===== src/rtl/ktp_pkg.sv =====
`timescale 1ns / 1ps
// ----------------------------------------------------------------------------
// ktp_pkg
// Types, character codes and helpers shared by the keymap text parser.
// ----------------------------------------------------------------------------
package ktp_pkg;

  // Request types on the two channels
  typedef struct packed {
    logic [7:0] text_byte;
    logic       end_of_text;
  } text_req_t;

  typedef struct packed {
    logic [1:0] event_kind;
    logic [7:0] key_code;
    logic [7:0] char_value;
  } evt_req_t;

  // Event kinds
  localparam logic [1:0] KIND_CLEAR = 2'd0;
  localparam logic [1:0] KIND_PLAIN = 2'd1;
  localparam logic [1:0] KIND_SHIFT = 2'd2;

  // Characters the parser reacts to
  localparam logic [7:0] CH_HASH   = 8'h23;  // '#'
  localparam logic [7:0] CH_EQ     = 8'h3D;  // '='
  localparam logic [7:0] CH_X      = 8'h78;  // 'x'
  localparam logic [7:0] CH_ZERO   = 8'h30;  // '0'
  localparam logic [7:0] CH_SPACE  = 8'h20;
  localparam logic [7:0] CH_TAB    = 8'h09;
  localparam logic [7:0] CH_LF     = 8'h0A;
  localparam logic [7:0] CH_CR     = 8'h0D;
  localparam logic [7:0] CH_BS     = 8'h08;
  localparam logic [7:0] CH_QUOTE  = 8'h27;  // '\''
  localparam logic [7:0] CH_BSLASH = 8'h5C;  // '\\'
  localparam logic [7:0] CH_N      = 8'h6E;  // 'n'
  localparam logic [7:0] CH_T      = 8'h74;  // 't'
  localparam logic [7:0] CH_B      = 8'h62;  // 'b'
  localparam logic [7:0] CH_R      = 8'h72;  // 'r'

  // Hex digit value; anything that is not a hex digit reads as zero
  function automatic logic [3:0] nibble(input logic [7:0] b);
    logic [7:0] d;
    d = 8'd0;
    if (b >= 8'h30 && b <= 8'h39) d = b - 8'h30;
    else if (b >= 8'h41 && b <= 8'h46) d = b - 8'h37;
    else if (b >= 8'h61 && b <= 8'h66) d = b - 8'h57;
    return d[3:0];
  endfunction

  // Character after a backslash: the four named escapes, else itself
  function automatic logic [7:0] escape_char(input logic [7:0] b);
    logic [7:0] c;
    case (b)
      CH_N:    c = CH_LF;
      CH_T:    c = CH_TAB;
      CH_B:    c = CH_BS;
      CH_R:    c = CH_CR;
      default: c = b;
    endcase
    return c;
  endfunction

endpackage


===== src/rtl/keymap_text_parser_unit.sv =====
`timescale 1ns / 1ps
// ----------------------------------------------------------------------------
// keymap_text_parser_unit
// Streams keymap text one byte per request and emits table-write events.
// ----------------------------------------------------------------------------
//   channel | dir | handshake            | payload
//   text    | in  | text_valid/text_stall | ktp_pkg::text_req_t
//   evt     | out | evt_valid/evt_stall   | ktp_pkg::evt_req_t
//
// One text byte is taken per cycle while text_stall is low; its event
// (if any) is in the output register the next cycle. The parse state
// updates in the accepting cycle. Reset (rst, synchronous) returns to
// line start and arms the clear event. text_stall is high only while an
// event sits in the output register and evt_stall holds it there.
// ----------------------------------------------------------------------------
module keymap_text_parser_unit (
  input  logic               clk,
  input  logic               rst,
  input  logic               text_valid,
  output logic               text_stall,
  input  ktp_pkg::text_req_t text,
  output logic               evt_valid,
  input  logic               evt_stall,
  output ktp_pkg::evt_req_t  evt
);

  typedef enum logic [3:0] {
    PH_LINE_START,
    PH_SKIP_LINE,
    PH_SAW_ZERO,
    PH_CODE,
    PH_FIND_EQ,
    PH_WS,
    PH_CHAR,
    PH_ESC,
    PH_HEX0,
    PH_HEX1,
    PH_CLOSE
  } phase_t;

  phase_t     parse_phase, parse_phase_next;
  logic       shift_selected, shift_selected_next;
  logic [7:0] code_accum, code_accum_next;
  logic [7:0] hex_accum, hex_accum_next;
  logic       digit_index, digit_index_next;
  logic       file_start;

  logic       wr_valid;
  logic [7:0] wr_char;
  logic [7:0] b;
  logic [3:0] nib;
  logic       take;
  phase_t     skip_ph, ws_ph;

  assign b          = text.text_byte;
  assign nib        = ktp_pkg::nibble(b);
  assign text_stall = evt_valid && evt_stall;
  assign take       = text_valid && !text_stall;

  // Common exits: end of line, and the blank/quote step before a character
  always_comb begin
    skip_ph = (b == ktp_pkg::CH_LF) ? PH_LINE_START : PH_SKIP_LINE;
    if (b == ktp_pkg::CH_SPACE || b == ktp_pkg::CH_TAB) ws_ph = PH_WS;
    else if (b == ktp_pkg::CH_QUOTE) ws_ph = PH_CHAR;
    else ws_ph = skip_ph;
  end

  // Byte-level parse step
  always_comb begin
    parse_phase_next    = parse_phase;
    shift_selected_next = shift_selected;
    code_accum_next     = code_accum;
    hex_accum_next      = hex_accum;
    digit_index_next    = digit_index;
    wr_valid            = 1'b0;
    wr_char             = b;
    case (parse_phase)
      PH_LINE_START: begin
        if (b == ktp_pkg::CH_SPACE || b == ktp_pkg::CH_TAB ||
            b == ktp_pkg::CH_CR || b == ktp_pkg::CH_LF) parse_phase_next = PH_LINE_START;
        else if (b == ktp_pkg::CH_ZERO) parse_phase_next = PH_SAW_ZERO;
        else parse_phase_next = PH_SKIP_LINE;  // comments land here too
      end
      PH_SKIP_LINE: parse_phase_next = skip_ph;
      PH_SAW_ZERO: begin
        if (b == ktp_pkg::CH_X && !text.end_of_text) begin
          parse_phase_next    = PH_CODE;
          code_accum_next     = 8'd0;
          digit_index_next    = 1'b0;
          shift_selected_next = 1'b0;
        end else begin
          parse_phase_next = skip_ph;
        end
      end
      PH_CODE: begin
        code_accum_next = {code_accum[3:0], nib};
        if (!digit_index) begin
          digit_index_next = 1'b1;
        end else begin
          digit_index_next = 1'b0;
          parse_phase_next = PH_FIND_EQ;
        end
      end
      PH_FIND_EQ: if (b == ktp_pkg::CH_EQ) parse_phase_next = PH_WS;
      PH_WS: parse_phase_next = ws_ph;
      PH_CHAR: begin
        // a backslash as the final byte is taken literally
        if (b == ktp_pkg::CH_BSLASH && !text.end_of_text) begin
          parse_phase_next = PH_ESC;
        end else begin
          wr_valid         = 1'b1;
          parse_phase_next = PH_CLOSE;
        end
      end
      PH_ESC: begin
        if (b == ktp_pkg::CH_X) begin
          hex_accum_next   = 8'd0;
          parse_phase_next = PH_HEX0;
        end else begin
          wr_valid         = 1'b1;
          wr_char          = ktp_pkg::escape_char(b);
          parse_phase_next = PH_CLOSE;
        end
      end
      PH_HEX0: begin
        hex_accum_next   = {4'd0, nib};
        parse_phase_next = PH_HEX1;
      end
      PH_HEX1: begin
        hex_accum_next   = {hex_accum[3:0], nib};
        wr_valid         = 1'b1;
        wr_char          = {hex_accum[3:0], nib};
        parse_phase_next = PH_CLOSE;
      end
      PH_CLOSE: begin
        if (!shift_selected) begin
          shift_selected_next = 1'b1;
          parse_phase_next    = (b == ktp_pkg::CH_QUOTE) ? PH_WS : ws_ph;
        end else begin
          parse_phase_next = (b == ktp_pkg::CH_QUOTE) ? PH_SKIP_LINE : skip_ph;
        end
      end
      default: parse_phase_next = PH_SKIP_LINE;
    endcase
  end

  // Parse state and output register
  always_ff @(posedge clk) begin
    if (rst) begin
      parse_phase    <= PH_LINE_START;
      shift_selected <= 1'b0;
      code_accum     <= 8'd0;
      hex_accum      <= 8'd0;
      digit_index    <= 1'b0;
      file_start     <= 1'b1;
      evt_valid      <= 1'b0;
    end else begin
      if (take) begin
        // result register
        if (file_start) begin
          evt_valid <= 1'b1;
          evt       <= '{event_kind: ktp_pkg::KIND_CLEAR, key_code: 8'd0, char_value: 8'd0};
        end else begin
          evt_valid <= wr_valid;
          evt       <= '{event_kind: shift_selected ? ktp_pkg::KIND_SHIFT
                                                    : ktp_pkg::KIND_PLAIN,
                         key_code: code_accum_next, char_value: wr_char};
        end
        // state; end of text starts a new file
        if (text.end_of_text) begin
          parse_phase    <= PH_LINE_START;
          shift_selected <= 1'b0;
          code_accum     <= 8'd0;
          hex_accum      <= 8'd0;
          digit_index    <= 1'b0;
          file_start     <= 1'b1;
        end else begin
          parse_phase    <= parse_phase_next;
          shift_selected <= shift_selected_next;
          code_accum     <= code_accum_next;
          hex_accum      <= hex_accum_next;
          digit_index    <= digit_index_next;
          file_start     <= 1'b0;
        end
      end else if (!evt_stall) begin
        evt_valid <= 1'b0;
      end
    end
  end

endmodule


===== config.mk =====
export PLATFORM = sky130hd
export DESIGN_NAME = keymap_text_parser_unit
export DESIGN_NICKNAME = d
export VERILOG_FILES = /design/src/rtl/ktp_pkg.sv /design/src/rtl/keymap_text_parser_unit.sv
export SDC_FILE = /design/constraint.sdc
export NUM_CORES = 1
export LEC_CHECK = 0
export ABC_AREA = 1
export BUFFER_PORTS_ARGS = -buffer_cell sky130_fd_sc_hd__buf_2
export CORE_ASPECT_RATIO = 1.1
export CORE_MARGIN = 8
export CORE_UTILIZATION = 56
export CTS_BUF_LIST = sky130_fd_sc_hd__clkbuf_2 sky130_fd_sc_hd__clkbuf_4 sky130_fd_sc_hd__clkbuf_8
export DETAILED_ROUTE_END_ITERATION = 7
export GPL_TIMING_DRIVEN = 0
export PLACE_DENSITY_LB_ADDON = 0.1
export RECOVER_POWER = 50
export SETUP_SLACK_MARGIN = 0.02
export SLEW_MARGIN = 20
export SYNTH_ARGS = -nofsm -noshare
export SYNTH_HDL_FRONTEND = slang
export SYNTH_SLANG_ARGS = --single-unit

===== constraint.sdc =====
create_clock -name clk -period 4.1 [get_ports clk]
set_clock_uncertainty 0.15 [all_clocks]
set_input_delay 1.23 -clock clk [delete_from_list [all_inputs] [get_ports clk]]
set_output_delay 1.23 -clock clk [all_outputs]
set_load 0.01 [all_outputs]

==> qor.txt, run 1 <==
Mapped Avg Cell Area: 6.96 sq um
Final Wtd Congestion: 0.899
CTS H-tree lvls: 2
CTS Hold Bufs: 0
RSZ-0062 raised after global routing: false
met2 usage: 31.2%
Seq/Total Area, Yosys: 38.6%
DRT iter0 DRCs: 242
post-route DRC violation count: 0
via count: 2389
Final Worst Setup Slack: 0.968 ns
cell accounting for the most synthesized area: edfxtp_1
Worst Reg-to-Reg Cells: 4
layout cell share with drive strength beyond 1: 11.1%
first-pass GRT wire length: 10400 microns
dpl cell area: 2650 sq um
fin nets: 404
Max Freq: 0.319 GHz
post-DP HPWL: 4690 microns
synthesized cell area: 2440 sq um
crit path DAT: 3.02 ns
Worst VDD drop: 195 uV
EDFF count, synth: 18
fin crit period: 3.13 ns
Fillers: 426
clock root buffer: clkbuf_8
Period Utilization, post-route: 76.4%
PostCTS Resize Cnt: 0
count of cell types in the netlist: 33
largest net degree at the start of global routing: 19
met3 Use GR: 3.28%
GRT overflow: 0
DR WL/cell: 13.5 microns
Hold Crit Class: flop to flop
buffers added on ports: 29
final instance area: 2710 sq um
post-synthesis cell count: 350
CP max FO: 7
final cell count without fillers: 441
Mapped Nets: 368
initial antenna violation count: 0
Max-slew headroom: 47.1%
vias in the first global route: 2225
most frequent cells in the layout: nand2_1, inv_1, nor2_1, nand3_1, clkbuf_1
Longest Clk Path Bufs: 2
outcome: finished, final reports clean
TritonRoute pass-1 iters: 5
Placed Cells: 433
Async S/R FF share, synth: 0%
Max Cap Viol: 0
core area: 4250 sq um
Setup CP Type: input port to flop
worst-margin pin slew: 0.793 ns
commonest non-fill, non-tap cell in the layout: nand2_1
Die X: 78.9 microns
Critical Path RT: 3.99 ns
FF+latch count, synth: 38
CTS tree: built
Vias/cell: 5.42
area delta synth->final: 11.0%
met1 Use GR: 24.4%
CTS sink count: 38
worst setup path start: text[1]
Die ar.: 6720 sq um
Num CTS Buffers: 5
initial core utilization: 57.3%
Setup Fix Bufs, Post-CTS: 0
crit end category: flop
dpl ws: 1.00 ns
Detail Route Antenna Nets: 0
hold wc startpoint: code_accum[6]$_SDFFE_PP0P_
final WL: 5970 microns
layer carrying the most global-route usage: met2
clock latency at the later pin of the worst-skew pair: 0.30 ns
startpoint types: input port
Fin. Hold Viols: 0
RR Startpoint: evt_valid$_SDFFE_PP0P_
hold depth: 2
WHS: 0.318 ns
Row Count: 25
Global Route Usage Sum: 19.0%
Sum Neg Setup Slack: 0 ns
Pwr Density: 305 nW/um^2
Setup-failing EPs final: 0
Inserted Diodes: 0
post-synth top area share: 22.2%
ys flop type: dfxtp_1
IO Count: 33
fin. max-slew vios: 0
CTS clk-pin slew, worst paths: 0.08 ns
Area contributors post-synth: edfxtp_1, dfxtp_1, nand2_1, inv_1, nand3_1
Ys Warns: 0
leak pwr: 1.06 nW
chip height: 85.2 microns
layer usage:
metal	part of all wire (%)	up-vias
met5	0	-
met4	1.2	0
met3	6.1	6
met2	48	69
met1	45	1098
li1	-	1216
per-stage QoR:
step	power, W	utilization (%)
detailed placement	0.000515	62.4
finish	0.000826	63.6
global route	0.000854	63.6
floorplan	0.000482	-
CTS	0.000830	65.0
global placement	0.000513	62.3
path summary, 6_finish.rpt:
| check | slack, ns | end |
|---|---|---|
| hold / removal | 0.32 | code_accum[6]$_SDFFE_PP0P_ |
| setup / recovery | 0.97 | evt[15]$_SDFFCE_PP0P_ |
| hold reg to reg | 0.32 | code_accum[6]$_SDFFE_PP0P_ |
| setup reg to reg | 2.09 | evt[2]$_SDFFCE_PP0P_ |
power breakdown:
part	internal [W]	total (W)	switching, W
sequential	0.000407	0.000410	0.00000320
combinational	0.0000265	0.0000931	0.0000666
clock	0.000181	0.000322	0.000142
synth_stat cells, types with 6 or more instances:
cell type / number
clkbuf_1: 6
nor2_1: 37
dfxtp_1: 20
edfxtp_1: 18
inv_1: 40
a21oi_1: 25
nand2_1: 99
o21ai_0: 8
inv_2: 10
nor3_1: 6
nand3_1: 30
layout make-up:
type	instances	area (sq um)	area share (%)
inverters	51	191	7.07
clock inverters	3	45.0	1.66
repair buffers	29	120	4.44
plain buffers	8	41.3	1.53
clock buffers	5	68.8	2.54
multi-input cells	253	1230	45.5
flip-flops and latches	38	941	34.8
well taps	54	67.6	2.50
flip-flops by register name, summed over array words and instances, names as in the netlist:
register / count
code_accum: 8
shift_selected: 1
file_start: 1
hex_accum: 4
digit_index: 1
evt: 18
parse_phase: 4
evt_valid: 1
kinds of logic (layout without fill, tap and decap cells):
group                      Yosys count  after routing  share of synthesized area [%]
AOI/OAI and AO/OA                   56             56                           13.5
xor gates and xnor gates             1              1                          0.359
adders and majority gates            5              5                           2.57
buffers and inverters               59             96                           9.55
DFF                                 38             38                           38.6
and+or+nand+nor                    191            191                           35.4
critical path, stage by stage:
cell and delay (ns):
clkbuf_1 0.16, inv_1 0.16, ha_1 0.29, nand3_1 0.12, nor3_1 0.40, nand3_2 0.12, nand2_1 0.26, o22ai_1 0.14
inv_1 0.10, nor2_1 0.05
Power figures use the tool's default switching activity.
==> inputs of run 2 (changes only) <==
==> constraint.sdc (replaced) <==
create_clock -name clk -period 3 [get_ports clk]
set_clock_uncertainty 0.15 [all_clocks]
set_input_delay 0.9 -clock clk [delete_from_list [all_inputs] [get_ports clk]]
set_output_delay 0.9 -clock clk [all_outputs]
set_load 0.01 [all_outputs]
==> run 2 against run 1 <==
Final area increased by 0.46%. Clock power increased by 37%. Worst setup slack worse by 0.51 ns.
==> qor.txt, run 2 (synthesized netlist as in run 1, its figures left out) <==
outcome: finished, final reports clean (unchanged)
startpoint types: input port (unchanged)
commonest non-fill, non-tap cell in the layout: nand2_1 (unchanged)
TritonRoute pass-1 iters: 5 (unchanged)
first-pass GRT wire length: 10400 microns (unchanged)
initial core utilization: 57.3% (unchanged)
final WL: 5980 microns (was 5970 microns)
Fillers: 424 (was 426)
max reg flops: 18 (unchanged)
post-route DRC violation count: 0 (unchanged)
Crit path top cell by count: nand2_1 (was inv_1)
most frequent cells in the layout: nand2_1, inv_1, nor2_1, nand3_1, clkbuf_1 (unchanged)
CTS Hold Bufs: 0 (unchanged)
IO Count: 33 (unchanged)
Global Route Usage Sum: 19.0% (unchanged)
Max Freq: 0.393 GHz
Setup-failing EPs final: 0 (unchanged)
Critical Path RT: 2.88 ns (was 3.99 ns)
largest net degree at the start of global routing: 19 (unchanged)
CTS tree: built (unchanged)
CTS H-tree lvls: 2 (unchanged)
WHS: 0.318 ns (about the same)
Final Wtd Congestion: 0.899 (unchanged)
PostCTS Resize Cnt: 0 (unchanged)
Pwr Density: 415 nW/um^2 (was 305 nW/um^2)
Worst VDD drop: 266 uV (was 195 uV)
Detail Route Antenna Nets: 0 (unchanged)
WHS Endpoint: code_accum[6]$_SDFFE_PP0P_ (unchanged)
Longest Clk Path Bufs: 2 (unchanged)
DRT iter0 DRCs: 221 (was 242)
Fin. Hold Viols: 0 (unchanged)
hold wc startpoint: code_accum[6]$_SDFFE_PP0P_ (unchanged)
area delta synth->final: 11.6% (was 11.0%)
FF/Latch Area: 941 sq um (unchanged)
Max Cap Viol: 0 (unchanged)
Row Count: 25 (unchanged)
CP peak stage delay: 0.24 ns (was 0.40 ns)
worst-margin pin slew: 0.793 ns (about the same)
leak pwr: 1.07 nW (was 1.06 nW)
Max-slew headroom: 47.1% (about the same)
Max stage delay cell, worst path: clkbuf_1 (was nor3_1)
CTS clk-pin slew, worst paths: 0.08 ns (about the same)
vias in the first global route: 2225 (unchanged)
via count: 2375 (was 2389)
worst path cell trace: clkbuf_1 -> inv_1 -> ha_1 -> o21ai_0 -> nand2_1 -> nand2_1 -> inv_1 -> nand2_1 -> nand2_1 -> a22oi_1 -> a21oi_1 (was clkbuf_1 -> inv_1 -> ha_1 -> nand3_1 -> nor3_1 -> nand3_2 -> nand2_1 -> o22ai_1 -> inv_1 -> nor2_1)
Vias/cell: 5.39 (was 5.42)
total power: 0.00113 W (was 0.000826 W)
Biggest register: evt (unchanged)
clock root buffer: clkbuf_8 (unchanged)
CP max FO: 7 (unchanged)
crit end category: flop (unchanged)
post-DP HPWL: 4690 microns (unchanged)
Placed Cells: 433 (unchanged)
crit path DAT: 2.43 ns (was 3.02 ns)
fin. max-slew vios: 0 (unchanged)
Setup CP Type: input port to flop (unchanged)
Reg2Reg Capture Point: evt[2]$_SDFFCE_PP0P_ (unchanged)
clock latency at the later pin of the worst-skew pair: 0.30 ns (about the same)
fin crit period: 2.55 ns
layout cell share with drive strength beyond 1: 11.6% (was 11.1%)
CTS sink count: 38 (unchanged)
core area: 4250 sq um (unchanged)
RR Startpoint: evt_valid$_SDFFE_PP0P_ (unchanged)
multi-input logic area: 1240 sq um (was 1230 sq um)
initial antenna violation count: 0 (unchanged)
RSZ-0062 raised after global routing: false (unchanged)
final cell count without fillers: 441 (unchanged)
Reg2Reg Setup Slack: 0.99 ns (was 2.09 ns)
Num CTS Buffers: 5 (unchanged)
Period Utilization, post-route: 84.9%
buffers added on ports: 29 (unchanged)
chip height: 85.2 microns (unchanged)
Hold Crit Class: flop to flop (unchanged)
fin nets: 404 (unchanged)
Worst Reg-to-Reg Cells: 4 (unchanged)
Die X: 78.9 microns (unchanged)
Inserted Diodes: 0 (unchanged)
DR WL/cell: 13.6 microns (was 13.5 microns)
Die ar.: 6720 sq um (unchanged)
Largest regs: evt x18, code_accum x8 (unchanged)
hold depth: 2 (unchanged)
GRT overflow: 0 (unchanged)
Setup Fix Bufs, Post-CTS: 0 (unchanged)
==> run 2: how the worst max path moves through the flow <==
stage | from | end | slack (ns) | cells after the start
final | text[1] | evt[0]$_SDFFCE_PP0P_ | 0.45 | 11
after detailed placement | text[1] | evt[15]$_SDFFCE_PP0P_ | 0.23 | 10
after global routing | text[1] | evt[2]$_SDFFCE_PP0P_ | 0.34 | 11
after CTS | text[2] | evt[15]$_SDFFCE_PP0P_ | 0.54 | 10
after global placement | evt_stall | evt[3]$_SDFFCE_PP0P_ | -0.05 | 5
after floorplan | evt_stall | evt[0]$_SDFFCE_PP0P_ | 0.37 | 4
==> run 2: cell type report <==
type | instances | area share (%)
inverters | 51 | 7.04
repair buffers | 29 | 4.37
flip-flops and latches | 38 | 34.6
multi-input cells | 253 | 45.8
plain buffers | 8 | 1.52
clock buffers | 5 | 2.53
clock inverters | 3 | 1.66
well taps | 54 | 2.49
==> run 2: through the flow <==
stage | cell area, sq um | worst slack [ns] | utilization (%) | TNS, ns
after floorplan | 2440 | 0.371 | - | 0
after global placement | 2650 | -0.0469 | 62.3 | -0.831
after detailed placement | 2650 | 0.230 | 62.4 | 0
after CTS | 2770 | 0.541 | 65.0 | 0
after global routing | 2720 | 0.340 | 63.9 | 0
final | 2720 | 0.454 | 63.9 | 0
==> run 2: worst max-delay path, delay by kind of cell <==
family / cells / cell delay (ns)
buffers and inverters: 3 / 0.48
AOI/OAI and AO/OA: 3 / 0.43
and+or+nand+nor: 4 / 0.39
adders and majority gates: 1 / 0.24
==> run 2: where the power goes <==
group | leakage [nW] | switching, W | internal [W]
Combinational | 0.682 | 0.0000918 | 0.0000361
Clock | 0.0504 | 0.000193 | 0.000247
Sequential | 0.335 | 0.00000438 | 0.000556
Total | 1.07 | 0.000289 | 0.000839
==> run 2: routing by layer <==
layer  global-route usage (%)  share of wire (%)  vias to the layer above
met4                     5.90                1.5                        0
met3                     3.28                6.6                        9
met2                     31.2                 47                       83
met1                     24.4                 45                     1067
li1                         -                  -                     1216
met5                        0                  0                        -
==> inputs of run 3 (changes only) <==
--- a/config.mk
+++ b/config.mk
@@ -5,7 +5,7 @@
 export SDC_FILE = /design/constraint.sdc
 export NUM_CORES = 1
 export LEC_CHECK = 0
-export ABC_AREA = 1
+export ABC_AREA = 0
 export BUFFER_PORTS_ARGS = -buffer_cell sky130_fd_sc_hd__buf_2
 export CORE_ASPECT_RATIO = 1.1
 export CORE_MARGIN = 8
==> constraint.sdc (replaced) <==
create_clock -name clk -period 2.6 [get_ports clk]
set_clock_uncertainty 0.15 [all_clocks]
set_input_delay 0.78 -clock clk [delete_from_list [all_inputs] [get_ports clk]]
set_output_delay 0.78 -clock clk [all_outputs]
set_load 0.01 [all_outputs]
==> run 3 against run 2 <==
Sequential share of layout area decreased by 0.79 points. Synthesized cell count decreased by 25%. Critical endpoint is now code_accum[2]$_SDFFE_PP0P_. Worst setup slack got worse by 0.34 ns. Cell count decreased by 20%. Area after synthesis decreased by 4.2%. Total power increased by 27%. Worst hold slack improved by 0.020 ns. Die area decreased by 3.3%. Non-clock buffer count increased by 13. Largest power group unchanged.
==> qor.txt, run 3 <==
first-pass GRT wire length: 10100 microns (was 10400 microns)
clock latency at the later pin of the worst-skew pair: 0.30 ns (about the same)
commonest non-fill, non-tap cell in the layout: clkbuf_1 (was nand2_1)
Setup Fix Bufs, Post-CTS: 0 (unchanged)
Async S/R FF share, synth: 0% (unchanged)
Max Freq: 0.403 GHz
Global Route Usage Sum: 18.6% (was 19.0%)
crit path DAT: 2.58 ns (was 2.43 ns)
worst-margin pin slew: 0.812 ns (was 0.793 ns)
synthesized cell area: 2340 sq um (was 2440 sq um)
Mapped Avg Cell Area: 8.85 sq um (was 6.96 sq um)
via count: 2286 (was 2375)
count leader, synth: nor2_1 (was nand2_1)
TritonRoute pass-1 iters: 5 (unchanged)
Setup-failing EPs final: 0 (unchanged)
Longest Clk Path Bufs: 2 (unchanged)
Worst VDD drop: 345 uV (was 266 uV)
Max-slew headroom: 45.8% (was 47.1%)
fin crit period: 2.48 ns
Critical Path RT: 2.69 ns (was 2.88 ns)
crit end category: flop (unchanged)
Biggest register: evt (unchanged)
startpoint types: input port (unchanged)
CTS sink count: 38 (unchanged)
vias in the first global route: 2060 (was 2225)
FF+latch count, synth: 38 (unchanged)
IO Count: 33 (unchanged)
CTS H-tree lvls: 2 (unchanged)
Inserted Diodes: 0 (unchanged)
core area: 3990 sq um (was 4250 sq um)
DR WL/cell: 17.1 microns (was 13.6 microns)
Hold Crit Class: flop to flop (unchanged)
chip height: 83.7 microns (was 85.2 microns)
DRT iter0 DRCs: 196 (was 221)
ys flop type: dfxtp_1 (unchanged)
CP max FO: 10 (was 7)
cell accounting for the most synthesized area: edfxtp_1 (unchanged)
largest net degree at the start of global routing: 19 (unchanged)
CTS Hold Bufs: 0 (unchanged)
fin. max-slew vios: 0 (unchanged)
layout cell share with drive strength beyond 1: 15.2% (was 11.6%)
RR Startpoint: parse_phase[0]$_SDFFE_PP0P_ (was evt_valid$_SDFFE_PP0P_)
CTS clk-pin slew, worst paths: 0.08 ns (about the same)
Pwr Density: 517 nW/um^2 (was 415 nW/um^2)
Setup CP Type: input port to flop (unchanged)
Ys Warns: 0 (unchanged)
final WL: 6070 microns (was 5980 microns)
Mapped Nets: 282 (was 368)
post-route DRC violation count: 0 (unchanged)
Largest regs: evt x18, code_accum x8 (unchanged)
hold wc startpoint: code_accum[4]$_SDFFE_PP0P_ (was code_accum[6]$_SDFFE_PP0P_)
Crit path top cell by count: clkbuf_1 (was nand2_1)
Row Count: 24 (was 25)
worst path cell trace: clkbuf_1 -> clkbuf_1 -> or2_2 -> clkbuf_1 -> nor3_1 -> a22o_1 (was clkbuf_1 -> inv_1 -> ha_1 -> o21ai_0 -> nand2_1 -> nand2_1 -> inv_1 -> nand2_1 -> nand2_1 -> a22oi_1 -> a21oi_1)
count of cell types in the netlist: 60 (was 33)
post-DP HPWL: 4380 microns (was 4690 microns)
post-synthesis cell count: 264 (was 350)
Final Wtd Congestion: 0.959 (was 0.899)
Post-synth top cells: nor2_1, nand2_1, dfxtp_1 (was nand2_1, inv_1, nor2_1)
EDFF count, synth: 18 (unchanged)
clock root buffer: clkbuf_8 (unchanged)
buffers added on ports: 31 (was 29)
initial antenna violation count: 0 (unchanged)
Seq/Total Area, Yosys: 40.3% (was 38.6%)
Vias/cell: 6.44 (was 5.39)
Die ar.: 6500 sq um (was 6720 sq um)
Sum Neg Setup Slack: 0 ns (unchanged)
post-synth top area share: 23.1% (was 22.2%)
Detail Route Antenna Nets: 0 (unchanged)
Area contributors post-synth: edfxtp_1, dfxtp_1, a22o_1, nor2_1, nand2_1 (was edfxtp_1, dfxtp_1, nand2_1, inv_1, nand3_1)
most frequent cells in the layout: clkbuf_1, nor2_1, nand2_1, dfxtp_1, edfxtp_1 (was nand2_1, inv_1, nor2_1, nand3_1, clkbuf_1)
Max stage delay cell, worst path: nor3_1 (was clkbuf_1)
Num CTS Buffers: 5 (unchanged)
initial core utilization: 58.5% (was 57.3%)
area delta synth->final: 19.1% (was 11.6%)
GRT overflow: 0 (unchanged)
outcome: finished, final reports clean (unchanged)
Max Cap Viol: 0 (unchanged)
Die X: 77.6 microns (was 78.9 microns)
Fin. Hold Viols: 0 (unchanged)
CP peak stage delay: 0.65 ns (was 0.24 ns)
max reg flops: 18 (unchanged)
CTS tree: built (unchanged)
worst setup path start: text[0] (was text[1])
Period Utilization, post-route: 95.5%
total power: 0.00144 W (was 0.00113 W)
RSZ-0062 raised after global routing: false (unchanged)
fin nets: 320 (was 404)
leak pwr: 0.948 nW (was 1.07 nW)
[run 3: path summary, 6_finish.rpt]
| kind | depth (start not counted) | slack (ns) | end |
|---|---|---|---|
| worst max register to register | 6 | 0.29 | evt[4]$_SDFFCE_PP0P_ |
| worst min register to register | 1 | 0.34 | code_accum[4]$_SDFFE_PP0P_ |
| worst min-delay path | 1 | 0.34 | code_accum[4]$_SDFFE_PP0P_ |
| worst max-delay path | 6 | 0.12 | code_accum[2]$_SDFFE_PP0P_ |
[run 3: per-layer routing]
metal	global-route usage, %	wire length, microns	vias up
li1	-	-	1091
met1	24.3	2660	1083
met2	28.4	2850	96
met3	4.74	408	16
met4	7.04	142	0
met5	0	0	-
[run 3: worst max-delay path, delay by kind of cell]
kind | cells | cell delay [ns]
buffers and inverters | 3 | 0.52
AO/OA/AOI/OAI | 1 | 0.26
AND/OR/NAND/NOR | 2 | 1.01
[run 3: area by class of cell]
cell class	instances	area, sq um
tap	52	65.1
fill	349	1210
sequential	38	941
timing repair buffer	31	133
multi-input combinational	195	1380
buffer	19	78.8
clock inverter	3	68.8
clock buffer	5	68.8
inverter	12	47.5
[run 3: logic make-up after synthesis]
family	Yosys count	share of synthesized area, %
AND/OR/NAND/NOR	106	24.7
adder cells (fa/ha/maj)	5	2.68
flip-flops	38	40.3
XOR/XNOR	1	0.375
buffers and inverters	31	5.30
multiplexers	1	0.429
AO/OA/AOI/OAI	82	26.2
[run 3: timing repair]
action	4_1_cts	5_1_grt
resized for setup	8	16
hold endpoints to repair	0	0
pin swaps	0	0
endpoints found under the setup margin	10	13
[run 3: power breakdown]
group	switching [W]	total, W	internal (W)
sequential	0.00000743	0.000650	0.000643
clock	0.000222	0.000607	0.000384
combinational	0.000121	0.000181	0.0000597
total	0.000351	0.00144	0.00109
[run 3: through the flow]
step           setup WS (ns)  utilization, %  hold slack (ns)  std cells  area (sq um)
2_1_floorplan         0.0344               -            0.293        264          2340
3_3_place_gp          -0.484            64.1            0.307        347          2560
3_5_place_dp          -0.463            64.1            0.312        347          2560
4_1_cts               0.0311            68.3            0.332        355          2730
5_1_grt              0.00688            69.7            0.354        355          2780
6_report               0.117            69.7            0.338        355          2780
